[src/rtl/core/xcfd_pkg.sv]
package xcfd_pkg;

	localparam int BYTE_W = 8;

	// reset value of the start marker register
	localparam logic [BYTE_W-1:0] MARKER_RST = 8'hAA;

	// slots of the emitted frame ahead of the payload
	localparam int EMIT_MARK = 0;
	localparam int EMIT_LEN  = 1;
	localparam int EMIT_TYPE = 2;
	localparam int EMIT_PAY  = 3;

	typedef enum logic [2:0] {
		PH_IDLE = 3'd0,
		PH_LEN  = 3'd1,
		PH_TYPE = 3'd2,
		PH_BODY = 3'd3,
		PH_SUM  = 3'd4,
		PH_EMIT = 3'd5
	} phase_t;

	// control from the parser to the payload row
	typedef struct packed {
		logic              load;
		logic [BYTE_W-1:0] load_idx;
		logic              shift;
	} row_ctl_t;

endpackage

[src/rtl/core/xcfd_if.sv]
interface xcfd_in_if;
	logic                       valid;
	logic                       ready;
	logic [xcfd_pkg::BYTE_W-1:0] rx_byte;

	modport source (output valid, output rx_byte, input ready);
	modport sink (input valid, input rx_byte, output ready);
endinterface

interface xcfd_out_if;
	logic                       valid;
	logic                       ready;
	logic [xcfd_pkg::BYTE_W-1:0] frame_byte;
	logic                       last_byte;

	modport source (output valid, output frame_byte, output last_byte, input ready);
	modport sink (input valid, input frame_byte, input last_byte, output ready);
endinterface

[src/rtl/core/xcfd_cell.sv]
module xcfd_cell (
	input  logic                        clk,
	input  logic                        load,
	input  logic [xcfd_pkg::BYTE_W-1:0] load_data,
	input  logic                        shift,
	input  logic [xcfd_pkg::BYTE_W-1:0] next_data,
	output logic [xcfd_pkg::BYTE_W-1:0] data
);
	import xcfd_pkg::*;

	logic [BYTE_W-1:0] data_q;

	always_ff @(posedge clk) begin
		if (load) begin
			data_q <= load_data;
		end else if (shift) begin
			data_q <= next_data;
		end
	end

	assign data = data_q;

endmodule

[src/rtl/core/xcfd_row.sv]
module xcfd_row #(
	parameter int DEPTH = 60
) (
	input  logic                        clk,
	input  xcfd_pkg::row_ctl_t          ctl,
	input  logic [xcfd_pkg::BYTE_W-1:0] wr_data,
	output logic [xcfd_pkg::BYTE_W-1:0] head
);
	import xcfd_pkg::*;

	logic [BYTE_W-1:0] cell_data [DEPTH];

	// bytes are written at their own slot, then shifted out towards cell 0
	for (genvar i = 0; i < DEPTH; i++) begin : g_cell
		logic [BYTE_W-1:0] nxt;
		if (i == DEPTH - 1) begin : g_tail
			assign nxt = '0;
		end else begin : g_mid
			assign nxt = cell_data[i+1];
		end
		xcfd_cell u_cell (
			.clk       (clk),
			.load      (ctl.load && (ctl.load_idx == BYTE_W'(i))),
			.load_data (wr_data),
			.shift     (ctl.shift),
			.next_data (nxt),
			.data      (cell_data[i])
		);
	end

	assign head = cell_data[0];

endmodule

[src/rtl/core/xor_checked_frame_deframer_core.sv]
// Start/length/type frame deframer with XOR payload check.
// rx (sink): one serial byte per transfer. While hunting, bytes are dropped
//   until one equals the start marker; then length, type, payload, checksum.
// tx (source): the rebuilt frame (marker, length, type, payload, checksum),
//   one byte per transfer, last_byte set on the checksum. Bad or oversize
//   frames produce nothing.
// cfg_we/cfg_wdata: writes the start marker (reset 0xAA).
// Throughput: rx accepts a byte on every transfer while parsing. After a good
//   checksum transfer the frame is replayed from the payload cell row at up
//   to one byte per cycle: L+4 bytes for payload length L. rx is held off
//   (ready low) for the whole replay.
// Replay start: the checksum transfer moves the phase to replay, and the
//   output register then loads the first frame byte once it is free.
// Stall: tx output register holds its byte while ready is low; replay and
//   the cell row shift only when that register is free.
// Reset: hunting, marker 0xAA, no output pending. Cell row is not cleared.
module xor_checked_frame_deframer_core #(
	parameter int MAX_PAYLOAD = 60
) (
	input  logic                        clk,
	input  logic                        arst_n,
	input  logic                        cfg_we,
	input  logic [xcfd_pkg::BYTE_W-1:0] cfg_wdata,
	xcfd_in_if.sink                     rx,
	xcfd_out_if.source                  tx
);
	import xcfd_pkg::*;

	// emit index runs 0 .. MAX_PAYLOAD+3
	localparam int IDXW = $clog2(MAX_PAYLOAD + 4);

	phase_t            phase_q, phase_d;
	logic [BYTE_W-1:0] marker_q;
	logic [BYTE_W-1:0] len_q;
	logic [BYTE_W-1:0] type_q;
	logic [BYTE_W-1:0] taken_q;
	logic [BYTE_W-1:0] xor_q;
	logic              over_q;
	logic [BYTE_W-1:0] chk_q;
	logic [IDXW-1:0]   emit_idx_q;
	logic              out_valid_q;
	logic [BYTE_W-1:0] out_byte_q;
	logic              out_last_q;

	logic              in_fire;
	logic              out_free;
	logic              emit_step;
	logic              emit_last;
	logic              sum_ok;
	logic              body_done;
	logic [BYTE_W-1:0] emit_byte;
	logic [BYTE_W-1:0] row_head;
	row_ctl_t          row_ctl;

	assign rx.ready  = (phase_q != PH_EMIT);
	assign in_fire   = rx.valid && rx.ready;
	assign out_free  = !out_valid_q || tx.ready;
	assign emit_step = (phase_q == PH_EMIT) && out_free;
	assign emit_last = (emit_idx_q == (IDXW'(len_q) + IDXW'(EMIT_PAY)));
	assign sum_ok    = !over_q && (rx.rx_byte == xor_q);
	assign body_done = (({1'b0, taken_q} + 9'd1) >= {1'b0, len_q});

	// --- phase sequencing ---
	always_ff @(posedge clk or negedge arst_n) begin
		if (!arst_n) begin
			phase_q <= PH_IDLE;
		end else begin
			phase_q <= phase_d;
		end
	end

	always_comb begin
		phase_d = phase_q;
		if (in_fire) begin
			case (phase_q)
				PH_LEN:  phase_d = PH_TYPE;
				PH_TYPE: phase_d = (len_q == '0) ? PH_SUM : PH_BODY;
				PH_BODY: phase_d = body_done ? PH_SUM : PH_BODY;
				PH_SUM:  phase_d = sum_ok ? PH_EMIT : PH_IDLE;
				default: phase_d = (rx.rx_byte == marker_q) ? PH_LEN : PH_IDLE;
			endcase
		end else if (emit_step && emit_last) begin
			phase_d = PH_IDLE;
		end
	end

	// payload row: written at the byte count, shifted once per payload byte sent
	always_comb begin
		row_ctl.load     = in_fire && (phase_q == PH_BODY);
		row_ctl.load_idx = taken_q;
		row_ctl.shift    = emit_step && (emit_idx_q >= IDXW'(EMIT_PAY)) && !emit_last;
	end

	xcfd_row #(
		.DEPTH (MAX_PAYLOAD)
	) u_row (
		.clk     (clk),
		.ctl     (row_ctl),
		.wr_data (rx.rx_byte),
		.head    (row_head)
	);

	// --- parser registers ---
	always_ff @(posedge clk or negedge arst_n) begin
		if (!arst_n) begin
			marker_q <= MARKER_RST;
			len_q    <= '0;
			type_q   <= '0;
			taken_q  <= '0;
			xor_q    <= '0;
			over_q   <= 1'b0;
		end else begin
			if (cfg_we) begin
				marker_q <= cfg_wdata;
			end
			if (in_fire) begin
				case (phase_q)
					PH_LEN: begin
						len_q   <= rx.rx_byte;
						over_q  <= (rx.rx_byte > BYTE_W'(MAX_PAYLOAD));
						taken_q <= '0;
						xor_q   <= '0;
					end
					PH_TYPE: begin
						type_q <= rx.rx_byte;
					end
					PH_BODY: begin
						xor_q   <= xor_q ^ rx.rx_byte;
						taken_q <= taken_q + BYTE_W'(1);
					end
					default: begin
						// checksum and hunt both leave the frame state cleared
						taken_q <= '0;
						xor_q   <= '0;
						over_q  <= 1'b0;
					end
				endcase
			end
		end
	end

	always_ff @(posedge clk) begin
		if (in_fire && (phase_q == PH_SUM)) begin
			chk_q <= rx.rx_byte;
		end
	end

	// --- replay and output register ---
	always_comb begin
		if (emit_idx_q == IDXW'(EMIT_MARK)) begin
			emit_byte = marker_q;
		end else if (emit_idx_q == IDXW'(EMIT_LEN)) begin
			emit_byte = len_q;
		end else if (emit_idx_q == IDXW'(EMIT_TYPE)) begin
			emit_byte = type_q;
		end else if (emit_last) begin
			emit_byte = chk_q;
		end else begin
			emit_byte = row_head;
		end
	end

	always_ff @(posedge clk or negedge arst_n) begin
		if (!arst_n) begin
			emit_idx_q  <= '0;
			out_valid_q <= 1'b0;
		end else begin
			if (in_fire) begin
				emit_idx_q <= '0;
			end else if (emit_step) begin
				emit_idx_q <= emit_idx_q + IDXW'(1);
			end
			if (emit_step) begin
				out_valid_q <= 1'b1;
			end else if (tx.ready) begin
				out_valid_q <= 1'b0;
			end
		end
	end

	always_ff @(posedge clk) begin
		if (emit_step) begin
			out_byte_q <= emit_byte;
			out_last_q <= emit_last;
		end
	end

	assign tx.valid      = out_valid_q;
	assign tx.frame_byte = out_byte_q;
	assign tx.last_byte  = out_last_q;

`ifndef NO_ASSERTIONS
	a_row_exclusive: assert property (@(posedge clk) disable iff (!arst_n)
		!(row_ctl.load && row_ctl.shift))
		else $error("payload row loaded and shifted in one cycle");

	a_body_count: assert property (@(posedge clk) disable iff (!arst_n)
		(phase_q == PH_BODY) |-> (taken_q < len_q))
		else $error("body phase with all payload bytes taken");

	a_emit_end: assert property (@(posedge clk) disable iff (!arst_n)
		(emit_step && emit_last) |=> (phase_q == PH_IDLE) && out_valid_q && out_last_q)
		else $error("frame replay did not end on the checksum byte");

	a_emit_range: assert property (@(posedge clk) disable iff (!arst_n)
		(phase_q == PH_EMIT) |-> !over_q && (len_q <= BYTE_W'(MAX_PAYLOAD)))
		else $error("replay of an oversize frame");
`endif

endmodule
[src/flat_wrapper.sv]
// flat-port wrapper written by rule: the top's interface ports become plain ports
module xor_checked_frame_deframer_core_flat import xcfd_pkg::*;
#(
	parameter int MAX_PAYLOAD = 60
)
  (clk, arst_n, cfg_we, cfg_wdata, rx_valid, rx_rx_byte, rx_ready, tx_valid, tx_frame_byte, tx_last_byte, tx_ready);
  xcfd_in_if rx_i ();
  xcfd_out_if tx_i ();
  input  logic clk;
  input  logic arst_n;
  input  logic cfg_we;
  input  logic [xcfd_pkg::BYTE_W-1:0] cfg_wdata;
  input wire logic [$bits(rx_i.valid)-1:0] rx_valid;
  input wire logic [$bits(rx_i.rx_byte)-1:0] rx_rx_byte;
  output wire logic [$bits(rx_i.ready)-1:0] rx_ready;
  output wire logic [$bits(tx_i.valid)-1:0] tx_valid;
  output wire logic [$bits(tx_i.frame_byte)-1:0] tx_frame_byte;
  output wire logic [$bits(tx_i.last_byte)-1:0] tx_last_byte;
  input wire logic [$bits(tx_i.ready)-1:0] tx_ready;
  assign rx_i.valid = rx_valid;
  assign rx_i.rx_byte = rx_rx_byte;
  assign rx_ready = rx_i.ready;
  assign tx_valid = tx_i.valid;
  assign tx_frame_byte = tx_i.frame_byte;
  assign tx_last_byte = tx_i.last_byte;
  assign tx_i.ready = tx_ready;
  xor_checked_frame_deframer_core #(.MAX_PAYLOAD(MAX_PAYLOAD)) u_core (.clk(clk), .arst_n(arst_n), .cfg_we(cfg_we), .cfg_wdata(cfg_wdata), .rx(rx_i), .tx(tx_i));
endmodule
[config.mk]
export PLATFORM = sky130hd
export DESIGN_NAME = xor_checked_frame_deframer_core_flat
export DESIGN_NICKNAME = d
export VERILOG_FILES = /design/src/rtl/core/xcfd_pkg.sv /design/src/rtl/core/xcfd_if.sv /design/src/rtl/core/xcfd_cell.sv /design/src/rtl/core/xcfd_row.sv /design/src/rtl/core/xor_checked_frame_deframer_core.sv /design/src/flat_wrapper.sv
export SDC_FILE = /design/constraint.sdc
export NUM_CORES = 1
export LEC_CHECK = 0
export ABC_AREA = 1
export BUFFER_PORTS_ARGS = -buffer_cell sky130_fd_sc_hd__clkbuf_2
export CAP_MARGIN = 20
export CORE_MARGIN = 2
export CORE_UTILIZATION = 65
export DETAILED_ROUTE_END_ITERATION = 7
export PLACE_DENSITY = 0.87
export SLEW_MARGIN = 5
export SYNTH_ARGS = -nofsm -noshare
export SYNTH_HDL_FRONTEND = slang
export SYNTH_SLANG_ARGS = --single-unit
[constraint.sdc]
create_clock -name clk -period 6.8 [get_ports clk]
set_clock_uncertainty 0.05 [all_clocks]
set_input_delay 2.04 -clock clk [delete_from_list [all_inputs] [get_ports clk]]
set_output_delay 2.04 -clock clk [all_outputs]
set_load 0.05 [all_outputs]
# Word-level counts from Yosys, hierarchy flattened
# Cells that the tools add are included.
# Widths: inputs -> output; s select.
[classes]
n_addsub = 4
multipliers = 0
n_div = 0
magnitude_cmp = 3
eq_ne = 70
shifts = 0
muxes = 138
bitwise = 3
n_reduce_logical = 143
[ops]
columns = ["op", "count"]
rows = [
  ["$mux 8", 124],
  ["$eq 8x6->1 const B", 28],
  ["$eq 8x5->1 const B", 16],
  ["$reduce_bool 2->1", 63],
  ["$logic_and 1x1->1", 68],
  ["$eq 8x4->1 const B", 8],
  ["$eq 8x3->1 const B", 4],
  ["$pmux 8 s2", 2],
  ["$eq 8x2->1 const B", 2],
  ["$eq 8x8->1", 2],
  ["$logic_not 8->1", 2],
  ["$mux 3", 5],
  ["$mux 6", 2],
  ["$pmux 3 s4", 1],
  ["$add 8x1->9 const B", 1],
  ["$ge 9x8->1", 1],
  ["$add 8x1->8 const B", 1],
  ["$eq 8x1->1 const B", 1],
  ["$gt 8x6->1 const B", 1],
  ["$reduce_and 2->1", 4],
  ["$xor 8x8->8", 1],
  ["$add 6x1->6 const B", 1],
  ["$add 6x2->6 const B", 1],
  ["$eq 3x2->1 const B", 2],
  ["14 further kinds", 20],
]
[word_totals]
ff_bits = 548
latch_bits = 0
ram_bits = 0
romBits = 0
in_bits = 21
output_inout_bits = 11
word_cells = 433
memories = 0

# Logic depth before layout (Yosys ltp)
# Gate-level depths: netlist of run 1.
[depth]
depth_word = 7
depth_mapped = 16
ltp_nobuf = 16

# Cells and area by module
# A second synthesis of run 1 with hierarchy kept.
[unflattened]
cells_unflattened = 2699
area_unflattened_um2 = 25610.8
[by_module_without_submodules]
columns = ["mod", "n_inst", "cells_each", "area_per_inst_um2", "seq_area_each_um2"]
rows = [
  ["xcfd_cell", 60, 35, 351.6, 240.2],
  ["xor_checked_frame_deframer_core", 1, 477, 3945.0, 1791.7],
  ["xcfd_row", 1, 122, 570.5, 0.0],
]

# Least setup slack after synthesis of run 1
# Ideal clock, no wire load.
[synth_path]
kind = "in2reg"
start = "input port tx_ready"
end = "register u_core.u_row.g_cell[59].u_cell.data_q[0] (enable)"
setup_time_ns = 0.329
arrival_ns = 3.566
t_required_ns = 6.421
path_slack_ns = 2.855
path_stages = 5
n_path_buf = 1
path_cell_list = "inv_1 > a21oi_1 > o211ai_2 > buf_2 > nand2_1"
[synth_between]
elab_chain_cells = 5
[synth_rtl]
columns = ["item", "line_no", "rtl"]
rows = [
  ["start: declaration", "flat_wrapper.sv:19", "input wire logic [$bits(tx_i.ready)-1:0] tx_ready;"],
  ["$logic_or 1x1->1", "xor_checked_frame_deframer_core.sv:57", "assign out_free = !out_valid_q || tx.ready;"],
  ["$logic_and 1x1->1", "xor_checked_frame_deframer_core.sv:58", "assign emit_step = (phase_q == PH_EMIT) && out_free;"],
  ["named net u_core.emit_step", "xor_checked_frame_deframer_core.sv:47", "logic emit_step;"],
  ["$logic_and 1x1->1 (2 in series)", "xor_checked_frame_deframer_core.sv:91", "row_ctl.shift = emit_step && (emit_idx_q >= IDXW'(EMIT_PAY)) && !emit_last;"],
  ["$reduce_bool 2->1 (no source line)", "--", ""],
  ["end signal: assignment", "xcfd_cell.sv:15", "data_q <= load_data;"],
  ["end signal: assignment", "xcfd_cell.sv:17", "data_q <= next_data;"],
  ["end: declaration", "xcfd_cell.sv:11", "logic [BYTE_W-1:0] data_q;"],
]
# The timed path passes the listed nets, and every way through them passes these cells.
# A chain may end at the register's enable or synchronous reset.

# Worst setup path in the final report of run 1
[layout_path]
start = "input port rx_valid"
end = "register u_core.u_row.g_cell[30].u_cell.data_q[2] (enable)"
[layout_between]
elab_chain_cells = 4
[layout_rtl]
columns = ["item", "line_no", "rtl"]
rows = [
  ["start: declaration", "flat_wrapper.sv:13", "input wire logic [$bits(rx_i.valid)-1:0] rx_valid;"],
  ["$logic_and 1x1->1", "xor_checked_frame_deframer_core.sv:56", "assign in_fire = rx.valid && rx.ready;"],
  ["$logic_and 1x1->1", "xor_checked_frame_deframer_core.sv:89", "row_ctl.load = in_fire && (phase_q == PH_BODY);"],
  ["$logic_and 1x1->1", "xcfd_row.sv:23", ".load (ctl.load && (ctl.load_idx == BYTE_W'(i))),"],
  ["$reduce_bool 2->1 (no source line)", "--", ""],
  ["end signal: assignment", "xcfd_cell.sv:15", ""],
  ["end signal: assignment", "xcfd_cell.sv:17", ""],
  ["end: declaration", "xcfd_cell.sv:11", ""],
]
# Every way passes these cells.

==> out/results.txt, run 1 <==
Largest net degree at the start of global routing - 63
Clock transition at path regs - 60 ps
RSZ-0062 raised after global routing - false
Dpl cell area - 24300 um2
Clock root buffer - clkbuf_16
DIE HEIGHT - 196 um
Flop pwr share - 49.5%
Global-route wire length before repair - 82700 um
I/O pins - 32
Initial core utilization - 65.7%
Share of post-route cells with drive strength above 1 - 8.98%
HP Class - flip-flop to flip-flop
Synthesized area per cell - 11.0 um2
Final hold violations - 0
DR vias - 16403
CTS max path bufs - 3
Final Worst Setup Slack - 2560 ps
Static leakage - 10.6 nW
Pwr Total - 7.73 mW
Post-CTS Resized - 0
Final instance area - 26100 um2
Sequential-to-total area share from yosys stat - 67.5%
Outcome - finished clean
Total Neg Setup Slack - 0 ps
Clock period minus worst slack - 4240 ps
Fin. max-slew vios - 0
Met3 global-route usage - 6.38%
Mapped Area - 24000 um2
Most common cell after layout, fill and taps aside - nand2_1
Drt first-iter violations - 1902
Number of setup buffers added after CTS - 0
DR pass1 iterations - 6
Top cell type's share of synthesized area - 62.2%
Max-cap viol count - 0
Critical path arrival - 4460 ps
CTS tree - yes
Internal power - 5.77 mW
Final wirelength - 52900 um
Synth Instances - 2180
Overall die width - 196 um
Later-pin clock latency in the skew report - 610 ps
Pwr/cell area - 296 nW/um2
Netlist cell types - 41
Max VDD drop - 0.000233 V
Top_reg_cell synth - edfxtp_1
TritonCTS buffer count - 53
GR Util met1 - 36.0%
Final core utilization - 71.5%
Total track usage - 27.9%
Clock power frac - 39.6%
Worst-margin pin slew - 1080 ps
Switching Fraction - 25.4%
Top post-synthesis cells by area - edfxtp_1, nand2_1, o21ai_0
Vias in the first global route - 15962
Buffers on Ports - 31
DRC viols - 0
Endpoint type of the worst setup path - flip-flop
CP max FO - 25
Routed Antenna Nets - 0
WL per Instance - 19.8 um
Placer Congestion - 0.884
Slew HR - 27.4%
Tcrit/Tclk final - 62.4%
Most frequent cells in the layout - nand2_1, edfxtp_1, o21ai_0
Yosys warning total - 0
Placement Rows - 70
Setup-failing EPs final - 0
Clock Sinks - 548
Pre-CTS setup slack - 2030 ps
Area Growth Syn to Fin - 8.72%
Via/cell ratio - 6.16
CTS H-tree depth - 2
Data required, critical path - 7020 ps
Critical path class - input port to flip-flop
Synth Register Bits - 548
CTS Hold Bufs - 0
Syn nets - 2218
Core Box Area - 36500 um2
CP startpoint kind - input port
P_sw - 1.97 mW
Most used routing layer in global routing - met2
Antenna violations before repair - 0
Ys async rst share - 9.31%
Post-synth EDFFs - 497
Remaining Overflow, GRT - 0
Die area - 38500 um2
Logic pwr share - 10.8%
HPWL reported at the end of detailed placement - 31300 um
Nets - 2189
Leading area contributor after synthesis - edfxtp_1
M2 GR Usage - 45.9%
Achievable Freq - 236 MHz
-- area by class of cell --
class / instances / area (um2)
fillers: 2242 / 10400
clock inverters: 27 / 345
inverters: 78 / 295
diodes: 1 / 2.50
well taps: 468 / 586
flip-flops and latches: 548 / 16200
repair buffers: 42 / 238
multi-input cells: 1428 / 6970
clock buffers: 71 / 1460
-- cell usage after synthesis (2+ instances only) --
master / number
edfxtp_1: 497
nor3_4: 5
nand3_4: 2
buf_2: 19
o21ai_0: 431
buf_6: 5
ha_1: 17
nor4_4: 3
nand3_1: 25
nand4_4: 10
nand2_1: 694
inv_1: 72
o21a_1: 2
nand4_1: 22
nand3b_1: 2
nand2_4: 7
o21ai_1: 74
nor2_2: 3
nor3_2: 2
dfstp_2: 4
mux2_2: 8
dfrtp_1: 47
nor2_1: 43
o22ai_1: 3
buf_4: 2
clkbuf_1: 100
xnor2_1: 15
o21ai_2: 14
nor3_1: 6
inv_2: 4
nand4_2: 2
xor2_1: 6
a21oi_1: 26
-- flip-flops by register name (all words and copies together) (netlist names), 8 cells and up --
name                             cells
u_core.u_row.g_cell.u_cell.data    480
u_core.chk_q                         8
u_core.len_q                         8
u_core.marker_q                      8
u_core.taken_q                       8
u_core.tx.frame_byte                 8
u_core.type_q                        8
u_core.xor_q                         8
-- power groups by stage --
stage | combinational, mW | sequential, mW | clock [mW]
final | 0.839 | 3.83 | 3.07
after global routing | 0.915 | 3.84 | 3.19
after floorplan | 0.580 | 3.89 | 0
after global placement | 0.777 | 3.89 | 0
after CTS | 0.818 | 3.83 | 3.07
after detailed placement | 0.812 | 3.90 | 0
-- through the flow --
step	instances	hold WS [ps]
2_1_floorplan	2180	403
3_3_place_gp	2564	418
3_5_place_dp	2564	427
4_1_cts	2662	443
5_1_grt	2662	468
6_report	2663	438
-- layer usage --
layer,up-vias,wire length [um]
met4,0,2130
met1,7817,20200
met5,-,0
li1,7581,-
met3,167,5130
met2,838,25400
-- worst max-delay path, cell delays in order --
cell and delay (ps):
clkbuf_2 140, nand2_4 200, inv_2 750, nand4_1 740, nand2_1 560
-- cell families after synthesis --
group / after synthesis / share of synthesized area [%]
and+or+nand+nor: 829 / 15.2
AOI/OAI and AO/OA: 553 / 11.8
DFF: 548 / 67.5
buffers and inverters: 204 / 3.49
xor gates and xnor gates: 21 / 0.766
adders and majority gates: 17 / 0.886
muxes: 8 / 0.375
-- final timing paths --
path                                       start                                      to  slack (ps)  cells after the start
worst max-delay path                    rx_valid  u_core.u_row.g_cell[30].u_cell.data[2]        2560                      5
worst min-delay path            u_core.type_q[1]                        u_core.type_q[1]         440                      2
worst max register to register   u_core.len_q[1]   u_core.u_row.g_cell[4].u_cell.data[1]        2880                     12
worst min register to register  u_core.type_q[1]                        u_core.type_q[1]         440                      2
max in group asynchronous                 arst_n                        u_core.type_q[0]        4720                      2
min in group asynchronous                 arst_n                         u_core.xor_q[0]        1500                      2
No activity file was read; power rests on OpenSTA's default activity.
==> inputs of run 2 (changes only) <==
Settings changed: CORE_UTILIZATION 65 to 63, PLACE_DENSITY 0.87 to 0.85.
Clock period 6.8 ns to 4.1 ns, I/O delays scaled along.
==> run 2 against run 1 <==
  * Die area rose by 3.1%
  * Critical path depth increased by 6
  * Total power increased by 61%
  * Sequential share of layout area shrank 0.27 points
  * Utilization fell by 1.7 points
  * Sequential power increased by 66%
  * Setup slack lost 2000 ps
  * Hold slack improved by 1.4 ps
  * Global-route usage up 0.15 points
  * Routed wire length is 2.5% higher
  * Final cell count is 2.4% higher
  * First-iteration DRC count increased by 4.8%
  * Critical path type is now flip-flop to flip-flop
  * Largest cell class unchanged
==> out/results.txt, run 2 (same netlist as run 1, synthesis figures left out) <==
DIE HEIGHT - 199 um
Final hold violations - 0
CP max FO - 39
WL per Instance - 19.9 um
Critical path arrival - 3720 ps
Most frequent cells in the layout - nand2_1, edfxtp_1, o21ai_0
CTS Hold Bufs - 0
Antenna violations before repair - 0
Endpoint type of the worst setup path - flip-flop
Static leakage - 10.7 nW
Area Growth Syn to Fin - 9.19%
Vias in the first global route - 16032
Internal power - 9.20 mW
Outcome - finished clean
Dpl cell area - 24600 um2
Placer Congestion - 0.905
Clock Sinks - 548
Most common cell after layout, fill and taps aside - nand2_1
FF-to-FF End - u_core.u_row.g_cell[33].u_cell.data[3]
Initial core utilization - 63.9%
Later-pin clock latency in the skew report - 600 ps
Final wirelength - 54200 um
DR pass1 iterations - 6
Clock transition at path regs - 60 ps
DRC viols - 0
CTS max path bufs - 3
Buffers on Ports - 31
Total Neg Setup Slack - 0 ps
Final instance area - 26200 um2
Slowest cell on crit path - buf_4
N_diodes - 0
Fill count - 2469
RSZ-0062 raised after global routing - false
Pre-CTS setup slack - 223 ps
Number of setup buffers added after CTS - 0
Largest net degree at the start of global routing - 63
HP Class - flip-flop to flip-flop
Die area - 39700 um2
Total track usage - 28.0%
Critical path class - flip-flop to flip-flop
Remaining Overflow, GRT - 0
Worst-margin pin slew - 1120 ps
Share of post-route cells with drive strength above 1 - 9.71%
CTS tree - yes
FF-to-FF Start - u_core.len_q[0]
Via/cell ratio - 6.07
Pwr/cell area - 475 nW/um2
Sequential cell area - 16200 um2
Final Worst Setup Slack - 578 ps
Clock root buffer - clkbuf_16
Final core utilization - 69.8%
DR vias - 16540
Nets - 2214
Drt first-iter violations - 1993
Clock period minus worst slack - 3520 ps
Post-CTS Resized - 0
Multi-input combinational cell area - 6970 um2
Clock power frac - 37.1%
Data required, critical path - 4290 ps
Largest stage delay, worst path - 520 ps
Fin. max-slew vios - 0
Flop pwr share - 51.1%
Core Box Area - 37600 um2
Worst hold endpoint - u_core.len_q[1]
Reg2Reg Setup Slack - 580 ps
Achievable Freq - 284 MHz
Logic pwr share - 11.8%
Worst path cell trace - inv_1 > ha_1 > nand2_1 > nand2_1 > nor2_1 > nand2_1 > nor2_2 > nand3_1 > o211ai_4 > buf_4 > nand2_1
Hold path cells - 2
Setup-failing EPs final - 0
TritonCTS buffer count - 51
CP most frequent cell - nand2_1
Overall die width - 199 um
Max VDD drop - 0.000409 V
Tcrit/Tclk final - 85.9%
P_sw - 3.24 mW
Switching Fraction - 26.0%
Routed Antenna Nets - 0
Max reg flops - 480
CTS H-tree depth - 2
Cells on worst reg2reg path - 11
Global-route wire length before repair - 84900 um
HPWL reported at the end of detailed placement - 33300 um
Slew HR - 25.3%
CP startpoint kind - flip-flop
Placement Rows - 71
I/O pins - 32
Hold_sp - u_core.len_q[1]
Max-cap viol count - 0
[run 2: layout make-up]
cell class,instances,area share (%)
flip-flops and latches,548,61.8
multi-input cells,1428,26.6
clock buffers,64,5.17
well taps,511,2.44
repair buffers,69,1.92
inverters,78,1.13
clock inverters,28,0.916
[run 2: metrics by stage]
| step | power (mW) | std cells | hold slack, ps |
|---|---|---|---|
| floorplan | 7.41 | 2180 | 403 |
| global placement | 7.81 | 2634 | 417 |
| detailed placement | 7.87 | 2634 | 424 |
| CTS | 12.4 | 2726 | 441 |
| global route | 12.8 | 2726 | 479 |
| finish | 12.4 | 2726 | 440 |
[run 2: worst max-delay path, delay by kind of cell, from the launching register on]
family                   cells  cell delay [ps]
AND/OR/NAND/NOR              7             1490
buffers and inverters        2              650
AO/OA/AOI/OAI                1              190
adder cells (fa/ha/maj)      1              340
flip-flops                   1              410
[run 2: layer usage]
layer	part of all wire, %	GRT usage, %	vias up
met4	3.5	11.2	0
li1	-	-	7626
met5	0	0	-
met3	10	5.13	145
met2	48	46.4	922
met1	38	37.0	7847
[run 2: worst max path at each step]
stage                          from                                      to  slack [ps]  depth (start not counted)
finish              u_core.len_q[0]  u_core.u_row.g_cell[33].u_cell.data[3]         580                         11
global placement           rx_valid  u_core.u_row.g_cell[30].u_cell.data[2]         420                          5
floorplan                  tx_ready  u_core.u_row.g_cell[59].u_cell.data[0]         970                          5
detailed placement         rx_valid  u_core.u_row.g_cell[30].u_cell.data[0]         220                          5
CTS                 u_core.len_q[0]  u_core.u_row.g_cell[33].u_cell.data[3]         650                         11
global route        u_core.len_q[0]  u_core.u_row.g_cell[33].u_cell.data[3]         370                         11
[run 2: power groups by stage]
stage          logic [mW]  clock network (mW)  registers (mW)
5_1_grt              1.60                4.84            6.37
3_5_place_dp         1.41                   0            6.46
4_1_cts              1.43                4.63            6.35
2_1_floorplan       0.962                   0            6.45
6_report             1.47                4.62            6.35
3_3_place_gp         1.36                   0            6.45
==> inputs of run 3 (changes only) <==
Settings changed: CORE_UTILIZATION 63 to 55, PLACE_DENSITY 0.85 to 0.76.
==> run 3 against run 2 <==
  * Via count is 1.3% lower
  * Clock power is 16% higher
  * Final cell count is 3.3% higher
  * Global-route usage is 3.9 points lower
  * Clock-buffer cell count is 2 lower
  * Non-clock buffer count is 9 higher
  * Total power is 5.7% higher
  * Utilization is 7.7 points lower
  * Highest routed layer unchanged
==> out/results.txt, run 3 (same netlist as run 1, synthesis figures left out) <==
Total track usage - 24.1%
Placement Rows - 76
WL per Instance - 19.0 um
Share of post-route cells with drive strength above 1 - 10.8%
FF-to-FF Start - u_core.len_q[0]
Fill count - 3243
Pre-CTS setup slack - 711 ps
Outcome - finished clean
Hold WS - 438 ps
Fin. max-slew vios - 0
TritonCTS buffer count - 55
CTS Hold Bufs - 0
Dpl cell area - 24800 um2
I/O pins - 32
Buffers on Ports - 31
CTS max path bufs - 3
HPWL reported at the end of detailed placement - 33000 um
Cells on worst reg2reg path - 12
Overall die width - 213 um
Clock Sinks - 548
Global-route wire length before repair - 84000 um
Max-cap viol count - 0
Hold path cells - 2
Static leakage - 10.9 nW
RSZ-0062 raised after global routing - false
Vias in the first global route - 15696
CP max FO - 37
DR pass1 iterations - 6
DIE HEIGHT - 213 um
DR vias - 16326
Final instance area - 26700 um2
Top routing layer used - met4
Antenna violations before repair - 0
Critical Path Source - u_core.len_q[0]
Setup-failing EPs final - 0
Final wirelength - 53400 um
N_diodes - 0
Most frequent cells in the layout - nand2_1, edfxtp_1, o21ai_0
Tcrit/Tclk final - 78.5%
Most common cell after layout, fill and taps aside - nand2_1
Final Worst Setup Slack - 880 ps
Remaining Overflow, GRT - 0
Worst-margin pin slew - 1060 ps
Clock root buffer - clkbuf_16
Routed met3 length - 4800 um
Critical path arrival - 3470 ps
Routed met1 length - 21700 um
Final hold violations - 0
Largest net degree at the start of global routing - 63
Data required, critical path - 4350 ps
Max VDD drop - 0.000375 V
Initial core utilization - 55.7%
Achievable Freq - 311 MHz
Endpoint type of the worst setup path - flip-flop
Total Neg Setup Slack - 0 ps
Core Box Area - 43100 um2
DRC viols - 0
Die area - 45300 um2
CP startpoint kind - flip-flop
Post-CTS Resized - 0
Later-pin clock latency in the skew report - 620 ps
Number of setup buffers added after CTS - 0
Crit path capture - u_core.u_row.g_cell[50].u_cell.data[7]
Routed Antenna Nets - 0
Final core utilization - 62.1%
Reg2Reg Setup Slack - 880 ps
Nets - 2227
Placer Congestion - 0.901
Clock period minus worst slack - 3220 ps
Slew HR - 29.3%
Pwr/cell area - 492 nW/um2
Drt first-iter violations - 1779
HP Class - flip-flop to flip-flop
CTS H-tree depth - 2
Critical path class - flip-flop to flip-flop
Wire length on met2 - 25600 um
CTS tree - yes
Area Growth Syn to Fin - 11.4%
Max reg flops - 480
FF-to-FF End - u_core.u_row.g_cell[50].u_cell.data[7]
Clock transition at path regs - 60 ps
Via/cell ratio - 5.80
==> run 3: cell count changes in the layout (fill, tap and decap cells not counted), sizes merged <==
cell	change
buf	+9
bufinv	+7
clkbuf	-2
clkinv	-4
clkinvlp	+2
inv	+3
==> run 3: worst max-delay path, cell delays in order (launching register included) <==
cell and delay, ps:
dfrtp_1 440, inv_1 160, ha_1 330, inv_1 50, nand2_1 50, nand2_1 40, nor2_1 100, nand2_1 70
nor2_2 300, nand3_1 430, o211ai_4 300, buf_12 280, nand2_1 290
==> run 3: layout make-up <==
class | count | area (um2) | area share (%)
repair buffers | 78 | 621 | 2.32
well taps | 585 | 732 | 2.74
clock inverters | 36 | 500 | 1.87
multi-input cells | 1428 | 6970 | 26.1
flip-flops and latches | 548 | 16200 | 60.6
clock buffers | 62 | 1410 | 5.28
inverters | 78 | 295 | 1.10
==> run 3: how the worst min path moves through the flow <==
stage	endpoint	slack [ps]	from
global placement	u_core.type_q[4]	420	u_core.type_q[4]
CTS	u_core.len_q[6]	440	u_core.len_q[6]
finish	u_core.type_q[7]	440	u_core.type_q[7]
detailed placement	u_core.len_q[6]	430	u_core.len_q[6]
floorplan	u_core.len_q[1]	400	u_core.len_q[1]
global route	u_core.type_q[7]	470	u_core.type_q[7]
==> run 3: report_power, final <==
group | switching, mW | internal [mW]
clock | 2.16 | 3.18
sequential | 0.137 | 6.22
combinational | 1.04 | 0.414
==> run 3: metrics by stage <==
stage	total power, mW	instances
after CTS	13.2	2815
after floorplan	7.41	2180
after global placement	7.84	2717
after global routing	13.6	2815
after detailed placement	7.89	2717
final	13.1	2815
==> run 3: routing by layer <==
metal	vias up	global-route usage, %
met1	7831	32.3
met4	0	7.21
met5	-	0
met2	721	40.2
met3	109	4.82
li1	7665	-
